File: config.mk
export PLATFORM = sky130hd
export DESIGN_NAME = printable_string_finder
export DESIGN_NICKNAME = d
export VERILOG_FILES = /design/src/rtl/core/psf_pkg.sv /design/src/rtl/core/printable_string_finder.sv
export SDC_FILE = /design/constraint.sdc
export NUM_CORES = 1
export LEC_CHECK = 0
export BUFFER_PORTS_ARGS = -buffer_cell sky130_fd_sc_hd__buf_4
export CAP_MARGIN = 20
export CORE_ASPECT_RATIO = 0.8
export CORE_MARGIN = 2
export CORE_UTILIZATION = 34
export DETAILED_ROUTE_END_ITERATION = 7
export SLEW_MARGIN = 0
export SYNTH_ARGS = -nofsm -noshare
export SYNTH_HDL_FRONTEND = slang
export SYNTH_SLANG_ARGS = --single-unit
File: constraint.sdc
create_clock -name clk -period 14.2 [get_ports clk]
set_input_delay 2.84 -clock clk [delete_from_list [all_inputs] [get_ports clk]]
set_output_delay 2.84 -clock clk [all_outputs]
set_load 0.05 [all_outputs]
File: src/rtl/core/psf_pkg.sv
// Shared constants, register codes and character-class functions for the printable string finder.
package psf_pkg;

    localparam int CFG_INDEX_W = 2;
    localparam int CFG_DATA_W  = 25;

    localparam logic [CFG_INDEX_W-1:0] CFG_MIN_LEN     = 2'd0;
    localparam logic [CFG_INDEX_W-1:0] CFG_CAPACITY    = 2'd1;
    localparam logic [CFG_INDEX_W-1:0] CFG_MAX_STRINGS = 2'd2;

    localparam int MIN_LEN_W = 13;
    localparam int CAP_W     = 25;
    localparam int COUNT_W   = 20;
    localparam int USED_W    = 32;

    localparam logic [MIN_LEN_W-1:0] MIN_LEN_RESET     = 13'd4;
    localparam logic [MIN_LEN_W-1:0] MIN_LEN_DEFAULT   = 13'd4;
    localparam logic [CAP_W-1:0]     CAP_RESET         = 25'd0;
    localparam logic [CAP_W-1:0]     CAP_CEILING       = 25'h1000000;
    localparam logic [COUNT_W-1:0]   MAX_STRINGS_RESET = 20'd100000;

    localparam logic [7:0]  CHAR_SPACE = 8'h20;
    localparam logic [7:0]  CHAR_TILDE = 8'h7E;
    localparam logic [7:0]  CHAR_TAB   = 8'h09;
    localparam logic [7:0]  CHAR_LF    = 8'h0A;
    localparam logic [7:0]  CHAR_CR    = 8'h0D;
    localparam logic [15:0] WIDE_HIGH_LO = 16'h00A0;
    localparam logic [15:0] WIDE_HIGH_HI = 16'hFFFE;

    function automatic logic ascii_printable(input logic [7:0] c);
        return ((c >= CHAR_SPACE) && (c <= CHAR_TILDE)) ||
               (c == CHAR_TAB) || (c == CHAR_LF) || (c == CHAR_CR);
    endfunction

    function automatic logic wide_printable(input logic [15:0] c);
        return ((c >= {8'h00, CHAR_SPACE}) && (c <= {8'h00, CHAR_TILDE})) ||
               ((c >= WIDE_HIGH_LO) && (c <= WIDE_HIGH_HI)) ||
               (c == {8'h00, CHAR_TAB}) || (c == {8'h00, CHAR_LF}) ||
               (c == {8'h00, CHAR_CR});
    endfunction

endpackage

File: src/rtl/core/printable_string_finder.sv
// Streaming finder of printable ASCII and UTF-16 runs that emits string descriptors.
// A byte accepted into the input stage is decided when the stage fires, and its
// descriptors are written into the output queue and presented from there.
// Throughput: one byte per cycle while each byte closes at most one string; a byte that
// closes both runs puts two descriptors into the four-entry output queue, which drains
// one per cycle while out_stall is low. The stage holds with under two free entries.
// Reset clears all run state, counters, the queue and the registers to their defaults.
module printable_string_finder #(
    parameter int MAX_RUN_CHARS = 4096,
    parameter int ADDRESS_BITS  = 47,
    parameter int HEADER_BYTES  = 11
) (
    input  logic                                clk,
    input  logic                                rst_n,

    input  logic                                cfg_valid,
    output logic                                cfg_ready,
    input  logic [psf_pkg::CFG_INDEX_W-1:0]     cfg_index,
    input  logic [psf_pkg::CFG_DATA_W-1:0]      cfg_data,

    input  logic                                in_valid,
    output logic                                in_stall,
    input  logic [7:0]                          byte_value,
    input  logic [ADDRESS_BITS-1:0]             byte_address,
    input  logic                                chunk_end,

    output logic                                out_valid,
    input  logic                                out_stall,
    output logic [ADDRESS_BITS-1:0]             string_address,
    output logic [$clog2(2*MAX_RUN_CHARS+1)-1:0] byte_length,
    output logic                                is_wide,
    output logic [psf_pkg::CAP_W-1:0]           record_offset,
    output logic [psf_pkg::COUNT_W-1:0]         string_index,
    output logic                                last
);

    localparam int RUN_W   = $clog2(MAX_RUN_CHARS + 2);
    localparam int LEN_W   = $clog2(2*MAX_RUN_CHARS + 1);
    localparam int CMP_W   = (RUN_W > psf_pkg::MIN_LEN_W) ? RUN_W : psf_pkg::MIN_LEN_W;
    localparam int SUM_W   = psf_pkg::USED_W + 1;
    localparam int DEPTH   = 4;
    localparam int PTR_W   = $clog2(DEPTH);
    localparam int CNT_W   = $clog2(DEPTH + 1);

    localparam logic [RUN_W-1:0] RUN_MAX  = RUN_W'(MAX_RUN_CHARS);
    localparam logic [RUN_W-1:0] RUN_SAT  = RUN_W'(MAX_RUN_CHARS + 1);

    typedef struct packed {
        logic [ADDRESS_BITS-1:0]      addr;
        logic [LEN_W-1:0]             blen;
        logic                         wide;
        logic [psf_pkg::CAP_W-1:0]    offset;
        logic [psf_pkg::COUNT_W-1:0]  index;
        logic                         last;
    } desc_t;

    // Configuration registers.
    logic [psf_pkg::MIN_LEN_W-1:0] min_len_reg;
    logic [psf_pkg::CAP_W-1:0]     capacity_reg;
    logic [psf_pkg::COUNT_W-1:0]   max_strings_reg;

    // Input stage.
    logic                          stage_valid_reg;
    logic                          stage_valid_next;
    logic [7:0]                    s_value_reg;
    logic [ADDRESS_BITS-1:0]       s_addr_reg;
    logic                          s_end_reg;
    logic                          accept;
    logic                          fire;

    // Detector state.
    logic [RUN_W-1:0]              a_len_reg, a_len_next;
    logic [ADDRESS_BITS-1:0]       a_start_reg, a_start_next;
    logic                          a_stop_reg, a_stop_next;
    logic [RUN_W-1:0]              w_len_reg, w_len_next;
    logic [ADDRESS_BITS-1:0]       w_start_reg, w_start_next;
    logic                          w_stop_reg, w_stop_next;
    logic [7:0]                    held_reg, held_next;
    logic                          phase_reg, phase_next;
    logic [psf_pkg::COUNT_W-1:0]   found_reg, found_next;
    logic [psf_pkg::USED_W-1:0]    used_reg, used_next;

    // Decision logic.
    logic [psf_pkg::MIN_LEN_W-1:0] min_len_eff;
    logic [psf_pkg::CAP_W-1:0]     cap_eff;
    logic                          a_print;
    logic [RUN_W-1:0]              a_len_cur;
    logic [ADDRESS_BITS-1:0]       a_start_cur;
    logic                          a_close;
    logic                          a_qual;
    logic [LEN_W-1:0]              a_blen;
    logic [SUM_W-1:0]              a_sum;
    logic                          a_refuse;
    logic                          a_emit;
    logic [psf_pkg::USED_W-1:0]    used_mid;
    logic [psf_pkg::COUNT_W-1:0]   found_mid;
    logic                          w_print;
    logic [RUN_W-1:0]              w_len_cur;
    logic [ADDRESS_BITS-1:0]       w_start_cur;
    logic                          w_close;
    logic                          w_qual;
    logic [LEN_W-1:0]              w_blen;
    logic [SUM_W-1:0]              w_sum;
    logic                          w_refuse;
    logic                          w_emit;
    desc_t                         a_desc;
    desc_t                         w_desc;
    desc_t                         push0;
    logic [1:0]                    push_cnt;

    // Output queue.
    desc_t                         fifo_mem [DEPTH];
    logic [PTR_W-1:0]              wr_ptr_reg, rd_ptr_reg;
    logic [CNT_W-1:0]              count_reg;
    logic                          pop;
    desc_t                         head;

    assign cfg_ready = 1'b1;

    always_ff @(posedge clk or negedge rst_n)
    begin
        if (!rst_n)
        begin
            min_len_reg     <= psf_pkg::MIN_LEN_RESET;
            capacity_reg    <= psf_pkg::CAP_RESET;
            max_strings_reg <= psf_pkg::MAX_STRINGS_RESET;
        end
        else if (cfg_valid && cfg_ready)
        begin
            case (cfg_index)
                psf_pkg::CFG_MIN_LEN:     min_len_reg     <= cfg_data[psf_pkg::MIN_LEN_W-1:0];
                psf_pkg::CFG_CAPACITY:    capacity_reg    <= cfg_data[psf_pkg::CAP_W-1:0];
                psf_pkg::CFG_MAX_STRINGS: max_strings_reg <= cfg_data[psf_pkg::COUNT_W-1:0];
                default:
                begin
                end
            endcase
        end
    end

    assign fire     = stage_valid_reg && (count_reg <= CNT_W'(DEPTH - 2));
    assign in_stall = stage_valid_reg && !fire;
    assign accept   = in_valid && !in_stall;

    always_comb
    begin
        stage_valid_next = stage_valid_reg;
        if (accept)
        begin
            stage_valid_next = 1'b1;
        end
        else if (fire)
        begin
            stage_valid_next = 1'b0;
        end
    end

    always_ff @(posedge clk or negedge rst_n)
    begin
        if (!rst_n)
        begin
            stage_valid_reg <= 1'b0;
        end
        else
        begin
            stage_valid_reg <= stage_valid_next;
        end
    end

    always_ff @(posedge clk)
    begin
        if (accept)
        begin
            s_value_reg <= byte_value;
            s_addr_reg  <= byte_address;
            s_end_reg   <= chunk_end;
        end
    end

    assign min_len_eff = (min_len_reg == '0) ? psf_pkg::MIN_LEN_DEFAULT : min_len_reg;
    assign cap_eff     = (capacity_reg > psf_pkg::CAP_CEILING) ? psf_pkg::CAP_CEILING
                                                               : capacity_reg;

    always_comb
    begin
        // ASCII detector.
        a_print     = psf_pkg::ascii_printable(s_value_reg);
        a_len_cur   = a_len_reg;
        a_start_cur = a_start_reg;
        a_close     = 1'b0;
        if (!a_stop_reg)
        begin
            if (a_print)
            begin
                if (a_len_reg == '0)
                begin
                    a_start_cur = s_addr_reg;
                end
                a_len_cur = (a_len_reg < RUN_SAT) ? a_len_reg + 1'b1 : a_len_reg;
            end
            a_close = !a_print || s_end_reg;
        end
        a_qual = a_close && (a_len_cur != '0) &&
                 (CMP_W'(a_len_cur) >= CMP_W'(min_len_eff)) && (a_len_cur <= RUN_MAX);
        a_blen   = LEN_W'(a_len_cur);
        a_sum    = SUM_W'(used_reg) + SUM_W'(HEADER_BYTES) + SUM_W'(a_blen);
        a_refuse = (found_reg >= max_strings_reg) ||
                   ((cap_eff != '0) && (a_sum > SUM_W'(cap_eff)));
        a_emit   = a_qual && !a_refuse;

        used_mid  = used_reg;
        found_mid = found_reg;
        if (a_emit)
        begin
            used_mid  = a_sum[SUM_W-1] ? '1 : a_sum[psf_pkg::USED_W-1:0];
            found_mid = (found_reg == '1) ? found_reg : found_reg + 1'b1;
        end

        // Wide detector.
        held_next   = held_reg;
        w_print     = psf_pkg::wide_printable({s_value_reg, held_reg});
        w_len_cur   = w_len_reg;
        w_start_cur = w_start_reg;
        w_close     = 1'b0;
        if (!w_stop_reg)
        begin
            if (!phase_reg)
            begin
                held_next = s_value_reg;
                if (w_len_reg == '0)
                begin
                    w_start_cur = s_addr_reg;
                end
                w_close = s_end_reg;
            end
            else
            begin
                if (w_print)
                begin
                    w_len_cur = (w_len_reg < RUN_SAT) ? w_len_reg + 1'b1 : w_len_reg;
                end
                w_close = !w_print || s_end_reg;
            end
        end
        w_qual = w_close && (w_len_cur != '0) &&
                 (CMP_W'(w_len_cur) >= CMP_W'(min_len_eff)) && (w_len_cur <= RUN_MAX);
        w_blen   = LEN_W'({w_len_cur, 1'b0});
        w_sum    = SUM_W'(used_mid) + SUM_W'(HEADER_BYTES) + SUM_W'(w_blen);
        w_refuse = (found_mid >= max_strings_reg) ||
                   ((cap_eff != '0) && (w_sum > SUM_W'(cap_eff)));
        w_emit   = w_qual && !w_refuse;

        used_next  = used_mid;
        found_next = found_mid;
        if (w_emit)
        begin
            used_next  = w_sum[SUM_W-1] ? '1 : w_sum[psf_pkg::USED_W-1:0];
            found_next = (found_mid == '1) ? found_mid : found_mid + 1'b1;
        end

        a_len_next   = a_close ? '0 : a_len_cur;
        a_start_next = a_start_cur;
        a_stop_next  = a_stop_reg || (a_qual && a_refuse);
        w_len_next   = w_close ? '0 : w_len_cur;
        w_start_next = w_start_cur;
        w_stop_next  = w_stop_reg || (w_qual && w_refuse);
        phase_next   = !phase_reg;
        if (s_end_reg)
        begin
            a_len_next  = '0;
            w_len_next  = '0;
            a_stop_next = 1'b0;
            w_stop_next = 1'b0;
            phase_next  = 1'b0;
        end

        a_desc.addr   = a_start_cur;
        a_desc.blen   = a_blen;
        a_desc.wide   = 1'b0;
        a_desc.offset = used_reg[psf_pkg::CAP_W-1:0];
        a_desc.index  = found_reg;
        a_desc.last   = !w_emit;

        w_desc.addr   = w_start_cur;
        w_desc.blen   = w_blen;
        w_desc.wide   = 1'b1;
        w_desc.offset = used_mid[psf_pkg::CAP_W-1:0];
        w_desc.index  = found_mid;
        w_desc.last   = 1'b1;

        push0    = a_emit ? a_desc : w_desc;
        push_cnt = {1'b0, a_emit} + {1'b0, w_emit};
    end

    always_ff @(posedge clk or negedge rst_n)
    begin
        if (!rst_n)
        begin
            a_len_reg   <= '0;
            a_start_reg <= '0;
            a_stop_reg  <= 1'b0;
            w_len_reg   <= '0;
            w_start_reg <= '0;
            w_stop_reg  <= 1'b0;
            held_reg    <= '0;
            phase_reg   <= 1'b0;
            found_reg   <= '0;
            used_reg    <= '0;
        end
        else if (fire)
        begin
            a_len_reg   <= a_len_next;
            a_start_reg <= a_start_next;
            a_stop_reg  <= a_stop_next;
            w_len_reg   <= w_len_next;
            w_start_reg <= w_start_next;
            w_stop_reg  <= w_stop_next;
            held_reg    <= held_next;
            phase_reg   <= phase_next;
            found_reg   <= found_next;
            used_reg    <= used_next;
        end
    end

    assign out_valid = (count_reg != '0);
    assign pop       = out_valid && !out_stall;
    assign head      = fifo_mem[rd_ptr_reg];

    always_ff @(posedge clk)
    begin
        if (fire && (push_cnt != 2'd0))
        begin
            fifo_mem[wr_ptr_reg] <= push0;
        end
        if (fire && (push_cnt == 2'd2))
        begin
            fifo_mem[wr_ptr_reg + 1'b1] <= w_desc;
        end
    end

    always_ff @(posedge clk or negedge rst_n)
    begin
        if (!rst_n)
        begin
            wr_ptr_reg <= '0;
            rd_ptr_reg <= '0;
            count_reg  <= '0;
        end
        else
        begin
            if (fire)
            begin
                wr_ptr_reg <= wr_ptr_reg + PTR_W'(push_cnt);
            end
            if (pop)
            begin
                rd_ptr_reg <= rd_ptr_reg + 1'b1;
            end
            count_reg <= count_reg + (fire ? CNT_W'(push_cnt) : CNT_W'(0)) -
                         (pop ? CNT_W'(1) : CNT_W'(0));
        end
    end

    assign string_address = head.addr;
    assign byte_length    = head.blen;
    assign is_wide        = head.wide;
    assign record_offset  = head.offset;
    assign string_index   = head.index;
    assign last           = head.last;

    a_queue_bound: assert property (@(posedge clk) disable iff (!rst_n)
        count_reg <= CNT_W'(DEPTH))
        else $error("Output queue count exceeds its depth.");

    a_pair_order: assert property (@(posedge clk) disable iff (!rst_n)
        (out_valid && !last) |-> !is_wide)
        else $error("A wide descriptor is followed by another from the same byte.");

    a_pair_present: assert property (@(posedge clk) disable iff (!rst_n)
        (out_valid && !last) |-> (count_reg >= CNT_W'(2)))
        else $error("The partner of a non-final descriptor is missing from the queue.");

    a_chunk_restart: assert property (@(posedge clk) disable iff (!rst_n)
        (fire && s_end_reg) |=> (!phase_reg && !a_stop_reg && !w_stop_reg &&
                                 (a_len_reg == '0) && (w_len_reg == '0)))
        else $error("Detectors were not restarted after a chunk end.");

    a_run_bound: assert property (@(posedge clk) disable iff (!rst_n)
        (a_len_reg <= RUN_SAT) && (w_len_reg <= RUN_SAT))
        else $error("A run length counter passed its saturation value.");

endmodule

# Yosys cells after proc, flatten, opt, wreduce, memory -nomap -nowiden
# Memory sizes are Yosys's and may differ from the RTL's.
# Cells that the tools add are included.
word_totals:
  elab_cells: 165
  memories: 1
  mem_bits_rw: 432
  inputBits: 88
  regBits: 305
  output_inout_bits: 111
mem_list:
  columns: ["name", "words", "width", "rd", "rd_ports_with_merged_regs", "wr", "line", "rtl"]
  rows:
  - ["fifo_mem", 4, 108, 1, 0, 2, "printable_string_finder.sv:112", "desc_t fifo_mem [DEPTH];"]
classes:
  bitwise: 2
  eq_ne: 11
  n_reduce_logical: 57
  n_addsub: 14
  magnitude_cmp: 18
  mux: 42
op_table:
  columns: ["operator", "n"]
  rows:
  - ["$mux W47", 6]
  - ["$mux W13", 12]
  - ["$mux W32", 4]
  - ["$mux W108", 1]
  - ["$mux W20", 4]
  - ["$add A32 B4 Y33 const B", 2]
  - ["$gt A33 B25 Y1", 2]
  - ["$eq A16 B4 Y1 const B", 3]
  - ["$add A20 B1 Y20 const B", 2]
  - ["$eq A20 B20 Y1 const B", 2]
  - ["$ge A20 B20 Y1", 2]
  - ["$logic_not A13 Y1", 3]
  - ["$add A33 B13 Y33", 1]
  - ["$add A33 B14 Y33", 1]
  - ["$add A13 B1 Y13 const B", 2]
  - ["$ge A13 B13 Y1", 2]
  - ["$le A13 B13 Y1 const B", 2]
  - ["$lt A13 B13 Y1 const B", 2]
  - ["$reduce_bool A13 Y1", 2]
  - ["$gt A25 B25 Y1 const B", 1]
  - ["$mux W25", 1]
  - ["$reduce_bool A25 Y1", 1]
  - ["$eq A8 B4 Y1 const B", 3]
  - ["$logic_and A1 B1 Y1", 21]
  - ["24 further kinds", 62]

# Logic depth before layout (Yosys ltp)
# Gate-level depths: netlist of run 1.
logic_depth:
  ltp_word: 26
  mapped_depth: 67
  ltp_nobuf: 60

# Worst setup path after synthesis of run 1
# Ideal clock, no wire load.
synth_timing:
  kind: "reg-to-reg"
  start: "register s_value_reg[6]"
  end: "memory fifo_mem[1][100] in the netlist's numbering, enable pin"
  setup_ps: 468
  n_path_buf: 7
  t_arrival_ps: 13958
  required_time_ps: 13732
  period_less_slack_ps: 14426
  stages_incl_launch_ff: 60
  setup_slack_ps: -226
  cell_sequence: "edfxtp_1 > nor4_4 > o2111ai_2 > a21o_1 > nor3_4 > nand3_1 > xor2_1 > inv_1 > ha_1 > ha_1 > a21oi_1 > o211ai_1 > or3_1 > clkbuf_1 > and2_1 > clkbuf_1 > xor2_1 > ha_1 > (+24 left out) > nand2_1 > nor2_1 > xor2_1 > ha_1 > and4_1 > a221oi_1 > o21ai_0 > a221oi_1 > a41oi_1 > a21o_1 > nor4_1 > o21ai_0 > inv_1 > ha_1 > nand2b_1 > or3_1 > clkbuf_1 > nand2_1"
synth_rtl:
  columns: ["item", "line", "rtl"]
  rows:
  - ["start: declaration", "printable_string_finder.sv:65", "logic [7:0] s_value_reg;"]
  - ["start signal: assignment", "printable_string_finder.sv:174", "s_value_reg <= byte_value;"]
  - ["end: declaration", "printable_string_finder.sv:112", null]

==> results.md, run 1 <==
* Crit path time final at 13,300 ps
* Library cells used by synthesis at 99
* Area grow syn2layout at 17.91%
* Comb pwr share at 38.7%
* Sw Ratio at around two fifths
* Clk pwr share at 26.9%
* Die footprint at between 0.1 and 0.15 mm²
* Via Count at approximately 33,000
* Worst-Margin Slew at 1154 ps
* Die H at about 320 µm
* Final #Nets at ~4,300
* Setup violators final at 0
* Worst Path Required at 14,690 ps
* Final GP Congestion at 0.9984
* Grt ovf at 0
* Status: complete, no violations
* Setup TNS at 0 ps
* CTS tree: yes
* Final wirelength at 138,400 µm
* Synth warn at 0
* Synth Cell Area at 0.04145 mm²
* Global-route wire length before repair at ~210,000 µm
* Min-delay worst type: reg2reg
* Critical Path Start: a_len_reg[0]
* Clock sinks at around 740
* Slew HR at 22.27%
* Leak pwr at 18.58 nW
* Compound-cell area share of the yosys netlist at 14.52%
* Critical path's slowest cell: or3_2
* IO Port Bufs at 197
* Critical path endpoint category: flop
* Multiplexer area fraction after synthesis at 11.31%
* Main combinational cell family by area after synthesis: compound AO/OA/AOI/OAI gates
* WL/cell at 24.29 µm
* Critical path type: reg2reg
* Syn Nets at 4,075
* Initial antenna violation count at 4
* ANT nets after route at 0
* CTS Buffer Depth at 3
* Setup crit start kind: flop
* Fmax at ~75 MHz
* Layout cells sized above 1 at between 10% and 20%
* Sequential element share of the synthesized area at 50.11%
* Reg power frac at 34.4%
* Total GRT Usage at a little over a fifth
* Switch Pwr at around 3.3 mW
* Final hold vios at 0
* 1st-pass router iterations at 5
* Worst-Skew Late Latency at 680 ps
* Max Cap Viol at 0
* Core ar. at 0.1210 mm²
* DRC errors left at 0
* Slowest cell delay on critical path at ~500 ps
* Site row count at 114
* I/O pins at 199
* Vias in the first global route at roughly 31,000
* Power density over the cells at roughly 170 mW/mm²
* CP Max Fanout at 21
* Die W at 394.4 µm
* Post-Synth Simple-Gate Area at approximately 13%
* Pint at about 5 mW
* #FFs+latches synth at approximately 740
* Initial Util at 34.27%
* Slew Viols, Final at 0
* Synthesized-area fraction occupied by adder cells at 5.548%
* Fill count at 11,600
* Final Util at 40.41%
* CP most frequent cell: ha_1
* Number of flops mapped to enable cells by yosys at 476
* Period utilization at 93.64%
* TritonCTS buffer count at between 80 and 90
* Final HPWL DP at between 90,000 and 100,000 µm
* Root Driver: clkbuf_16
* Peak supply drop at between 0.1 and 0.15 mV
* Routed vias/inst at 5.708
* Pin count of the biggest net entering global routing at 94
* Post-synth ARST share at 33.79%
* Largest register by flop count: fifo_mem
* Max FFs per register at 432
* Syn Area/Cell at 10.89 µm²
* Critical path arrival at about 14,000 ps
* Hold_sp: fifo_mem[0][47]
* Final Skew at 43.17 ps
* DRT iter0 DRCs at 3,673
* Worst r2r src: a_len_reg[0]
* Synth Flop Type: edfxtp_1
* Post-synthesis cell count at 3,805
* Reg clk slew, reported paths at 60 ps
* Synth Area in XOR/XNOR at 2.089%
* Htree depth at 3
-- cell type report --
type / count / area (µm²) / area share, %
Antenna cell: 1 / 2.502 / 0.005120
Clock buffer: 104 / 2177 / 4.454
Clock inverter: 48 / 593.1 / 1.213
Inverter: 134 / 505.5 / 1.034
Multi-Input combinational cell: 2656 / 19320 / 39.52
Sequential cell: 737 / 20780 / 42.52
Tap cell: 1624 / 2032 / 4.157
Timing Repair Buffer: 392 / 3471 / 7.101
-- layout by cell type (no fill, tap or decap), drive strengths merged, types with 116 or more instances in the layout --
cell	netlist	routed
nand2	495	495
edfxtp	476	476
buf	52	391
o21ai	350	350
dfrtp	242	242
o22ai	214	214
ha	179	179
inv	133	135
nor2	134	134
nand3	116	116
-- critical path: cells and delay by family (launching register included) --
family                   cells  cell delay, ps
adder cells (fa/ha/maj)      8            2330
AND/OR/NAND/NOR             13            3130
flip-flops                   1             460
buffers and inverters        8            1370
XOR/XNOR                     3             550
AO/OA/AOI/OAI               25            5270
-- what timing repair did --
| item | 4_1_cts | 5_1_grt |
|---|---|---|
| buffers inserted | 0 | 6 |
| setup endpoints to repair | 0 | 787 |
| hold buffers | 0 | 0 |
| resized for setup | 0 | 13 |
| endpoints found under the hold margin | 0 | 0 |
-- metal layers --
| metal | vias to the layer above | share of wire, % | global-route usage, % |
|---|---|---|---|
| li1 | 14790 | - | - |
| met1 | 16080 | 46 | 32.51 |
| met2 | 1435 | 43 | 32.01 |
| met3 | 200 | 8.3 | 3.474 |
| met4 | 2 | 2.8 | 6.437 |
| met5 | - | 0.0080 | 0 |
-- power groups by stage --
stage / sequential [mW] / combinational, mW / clock [mW]
2_1_floorplan: 2.68 / 2.27 / 0
4_1_cts: 2.81 / 3.17 / 2.24
5_1_grt: 2.85 / 3.40 / 2.32
3_5_place_dp: 2.85 / 3.16 / 0
3_3_place_gp: 2.84 / 3.14 / 0
6_report: 2.81 / 3.16 / 2.20
-- worst paths after layout --
kind / endpoint / slack [ps] / cells past startpoint
worst max register to register: fifo_mem[1][43] / 900 / 57
worst max-delay path: fifo_mem[1][43] / 900 / 57
max in group asynchronous: found_reg[14] / 9940 / 3
worst min-delay path: fifo_mem[0][47] / 460 / 2
worst min register to register: fifo_mem[0][47] / 460 / 2
min in group asynchronous: w_start_reg[19] / 2130 / 1
-- synthesized netlist by cell type, drive strengths merged (61+ instances only) --
master / number / area (µm²)
mux4: 108 / 2432
nand2: 495 / 1858
xnor2: 61 / 541.8
mux2i: 103 / 1035
edfxtp: 476 / 14290
inv: 133 / 499.2
o21ai: 350 / 1752
clkbuf: 226 / 848.3
o31ai: 63 / 473.0
mux2: 108 / 1220
ha: 179 / 2240
dfrtp: 242 / 6056
a21oi: 107 / 535.5
o22ai: 214 / 1339
nor3: 63 / 336.6
nand3: 116 / 585.6
nor2: 134 / 513.0
-- through the flow --
step                hold WS [ps]  total power, mW  instances  setup slack, ps  area, µm²
floorplan                  430.8            4.955       3805            776.1      41460
global placement           441.5            5.979       5534            990.8      45990
detailed placement         448.5            6.012       5534            815.5      45990
CTS                        458.3            8.221       5686            726.9      48760
global route               486.1            8.559       5695           -31.17      48880
finish                     456.2            8.169       5696            903.2      48880
-- logic make-up (layout without fill, tap and decap cells) --
family,count (synthesis),after routing
other,1,2
adder cells (fa/ha/maj),182,182
AND/OR/NAND/NOR,1088,1088
flip-flops,737,737
multiplexers,319,319
XOR/XNOR,98,98
buffers and inverters,412,678
AO/OA/AOI/OAI,968,968
Note: power is estimated with default switching activity, not from simulation.
==> inputs of run 2 (changes only) <==
CORE_UTILIZATION = 35   (was 34)
==> run 2 against run 1 <==
Net effect: sequential share of layout area rose by 0.71 points; clock power down 3%; critical endpoint is now fifo_mem[1][12]; via count unchanged; routed wire length down 1.0%; total power is 0.81% lower; design area decreased by 1.6%; worst hold slack gained 1.9 ps; critical path type unchanged; largest cell class unchanged; cell count is 2.3% lower; non-clock buffer count fell by 48; die area is 2.8% lower.
==> results.md, run 2 (synthesis gave the netlist of run 1 again) <==
* Initial Util at 35.43%
* Worst Path Required at 14,670 ps
* Slowest cell delay on critical path at 500 ps
* CTS Buffer Depth at 3
* Setup crit start kind: flop
* Initial antenna violation count at 4
* Pin count of the biggest net entering global routing at 77
* Final Skew at 30.49 ps
* 1st-pass router iterations at 6
* Clock sinks at 737
* Leak pwr at 18.22 nW
* Fmax at about 74 MHz
* CTS tree: yes
* Vias in the first global route at between 30,000 and 40,000
* Critical path's slowest cell: edfxtp_1
* I/O pins at approximately 200
* RSZ-0062 raised after global routing: false
* Critical path arrival at 13,960 ps
* ANT nets after route at 0
* Power density over the cells at around 170 mW/mm²
* Slew HR at 20.73%
* Htree depth at 3
* Via Count at 32,510
* Crit path time final at 13,490 ps
* TritonCTS buffer count at 82
* Layout cells sized above 1 at between 10% and 20%
* Most frequent cells in the layout: nand2_1 (486), edfxtp_1 (476), o21ai_0 (343)
* Routed vias/inst at 5.844
* Core ar. at 0.1170 mm²
* Critical path type: reg2reg
* Die H at 311.8 µm
* Site row count at roughly 110
* Total GRT Usage at 22.09%
* Setup violators final at 0
* Max Cap Viol at 0
* Root Driver: clkbuf_16
* Final wirelength at between 100,000 and 150,000 µm
* Area grow syn2layout at 15.97%
* Period utilization at 94.98%
* Worst-Margin Slew at 1184 ps
* Multi-input logic area at 0.01930 mm²
* Reg clk slew, reported paths at 60 ps
* Peak supply drop at 0.1105 mV
* Final #Nets at 4,225
* Status: complete, no violations
* CP Max Fanout at 46
* Final GP Congestion at between 0.9 and 1
* Final Power at between 8 and 9 mW
* Setup TNS at 0 ps
* Slew Viols, Final at 0
* Die footprint at roughly 0.12 mm²
* Critical path endpoint category: flop
* Register area at 0.02078 mm²
* Max FFs per register at 432
* Final HPWL DP at 94,590 µm
* Die W at roughly 390 µm
* Fin Hold WS at 458.1 ps
* Largest register by flop count: fifo_mem
* Global-route wire length before repair at around 200,000 µm
* WL/cell at 24.62 µm
* Worst-Skew Late Latency at 670 ps
* CP most frequent cell: ha_1
* DRT iter0 DRCs at 3,768
* Grt ovf at 0
* Min-delay worst type: reg2reg
* Final hold vios at 0
* Commonest non-fill, non-tap cell in the layout: nand2_1
* IO Port Bufs at 197
* DRC errors left at 0
* Fill count at 11,050
==> run 2: cell types whose count changed in the layout (fill, tap and decap cells not counted), sizes merged, moves of 2 or more <==
| cell | delta |
|---|---|
| clkinv | -13 |
| clkbuf | +15 |
| buf | -47 |
| bufinv | -5 |
| clkinvlp | -2 |
| inv | +4 |
==> run 2: worst paths after layout <==
path	start	to	slack, ps	cells after the start
max	s_value_reg[5]	fifo_mem[1][12]	710	59
min	fifo_mem[3][47]	fifo_mem[3][47]	460	2
max reg2reg	s_value_reg[5]	fifo_mem[1][12]	710	59
min reg2reg	fifo_mem[3][47]	fifo_mem[3][47]	460	2
max in group asynchronous	rst_n	w_stop_reg	9890	3
min in group asynchronous	rst_n	w_start_reg[37]	2190	1
==> run 2: critical path: cells and delay by family (launching register included) <==
family,cells,cell delay [ps]
adders and majority gates,7,2090
buffers and inverters,8,1350
xor gates and xnor gates,4,690
DFF,1,500
and+or+nand+nor,16,3860
AOI/OAI and AO/OA,24,4740
==> run 2: layer usage <==
metal	up-vias	global-route usage (%)	share of wire, %
met5	-	0	0.020
met4	4	5.633	2.3
met3	190	4.457	8.8
met2	1463	32.65	43
met1	16150	32.87	45
li1	14710	-	-
==> run 2: metrics by stage <==
stage	std cells	util (%)	setup WS, ps	area, µm²
6_report	5564	41.08	712.3	48070
3_5_place_dp	5405	38.74	436.0	45330
2_1_floorplan	3805	-	776.1	41460
3_3_place_gp	5403	38.73	638.4	45320
4_1_cts	5557	41.00	390.9	47980
5_1_grt	5562	41.08	15.93	48070
==> run 2: what timing repair did <==
item	4_1_cts	5_1_grt
hold endpoints to repair	0	0
resized for setup	0	10
buffers inserted	0	3
hold buffers	0	0
setup endpoints to repair	0	854
==> run 2: area by class of cell <==
class	instances	area share, %
diodes	2	0.01041
well taps	1539	4.006
repair buffers	344	6.041
inverters	134	1.051
clock buffers	120	4.883
clock inverters	32	0.6272
multi-input cells	2656	40.15
flip-flops and latches	737	43.23
==> run 2: power by group <==
part	leakage [nW]	internal [mW]	switching [mW]	total, mW
registers	7.39	2.53	0.285	2.82
clock network	1.30	1.23	0.919	2.14
logic	9.54	1.09	2.05	3.14
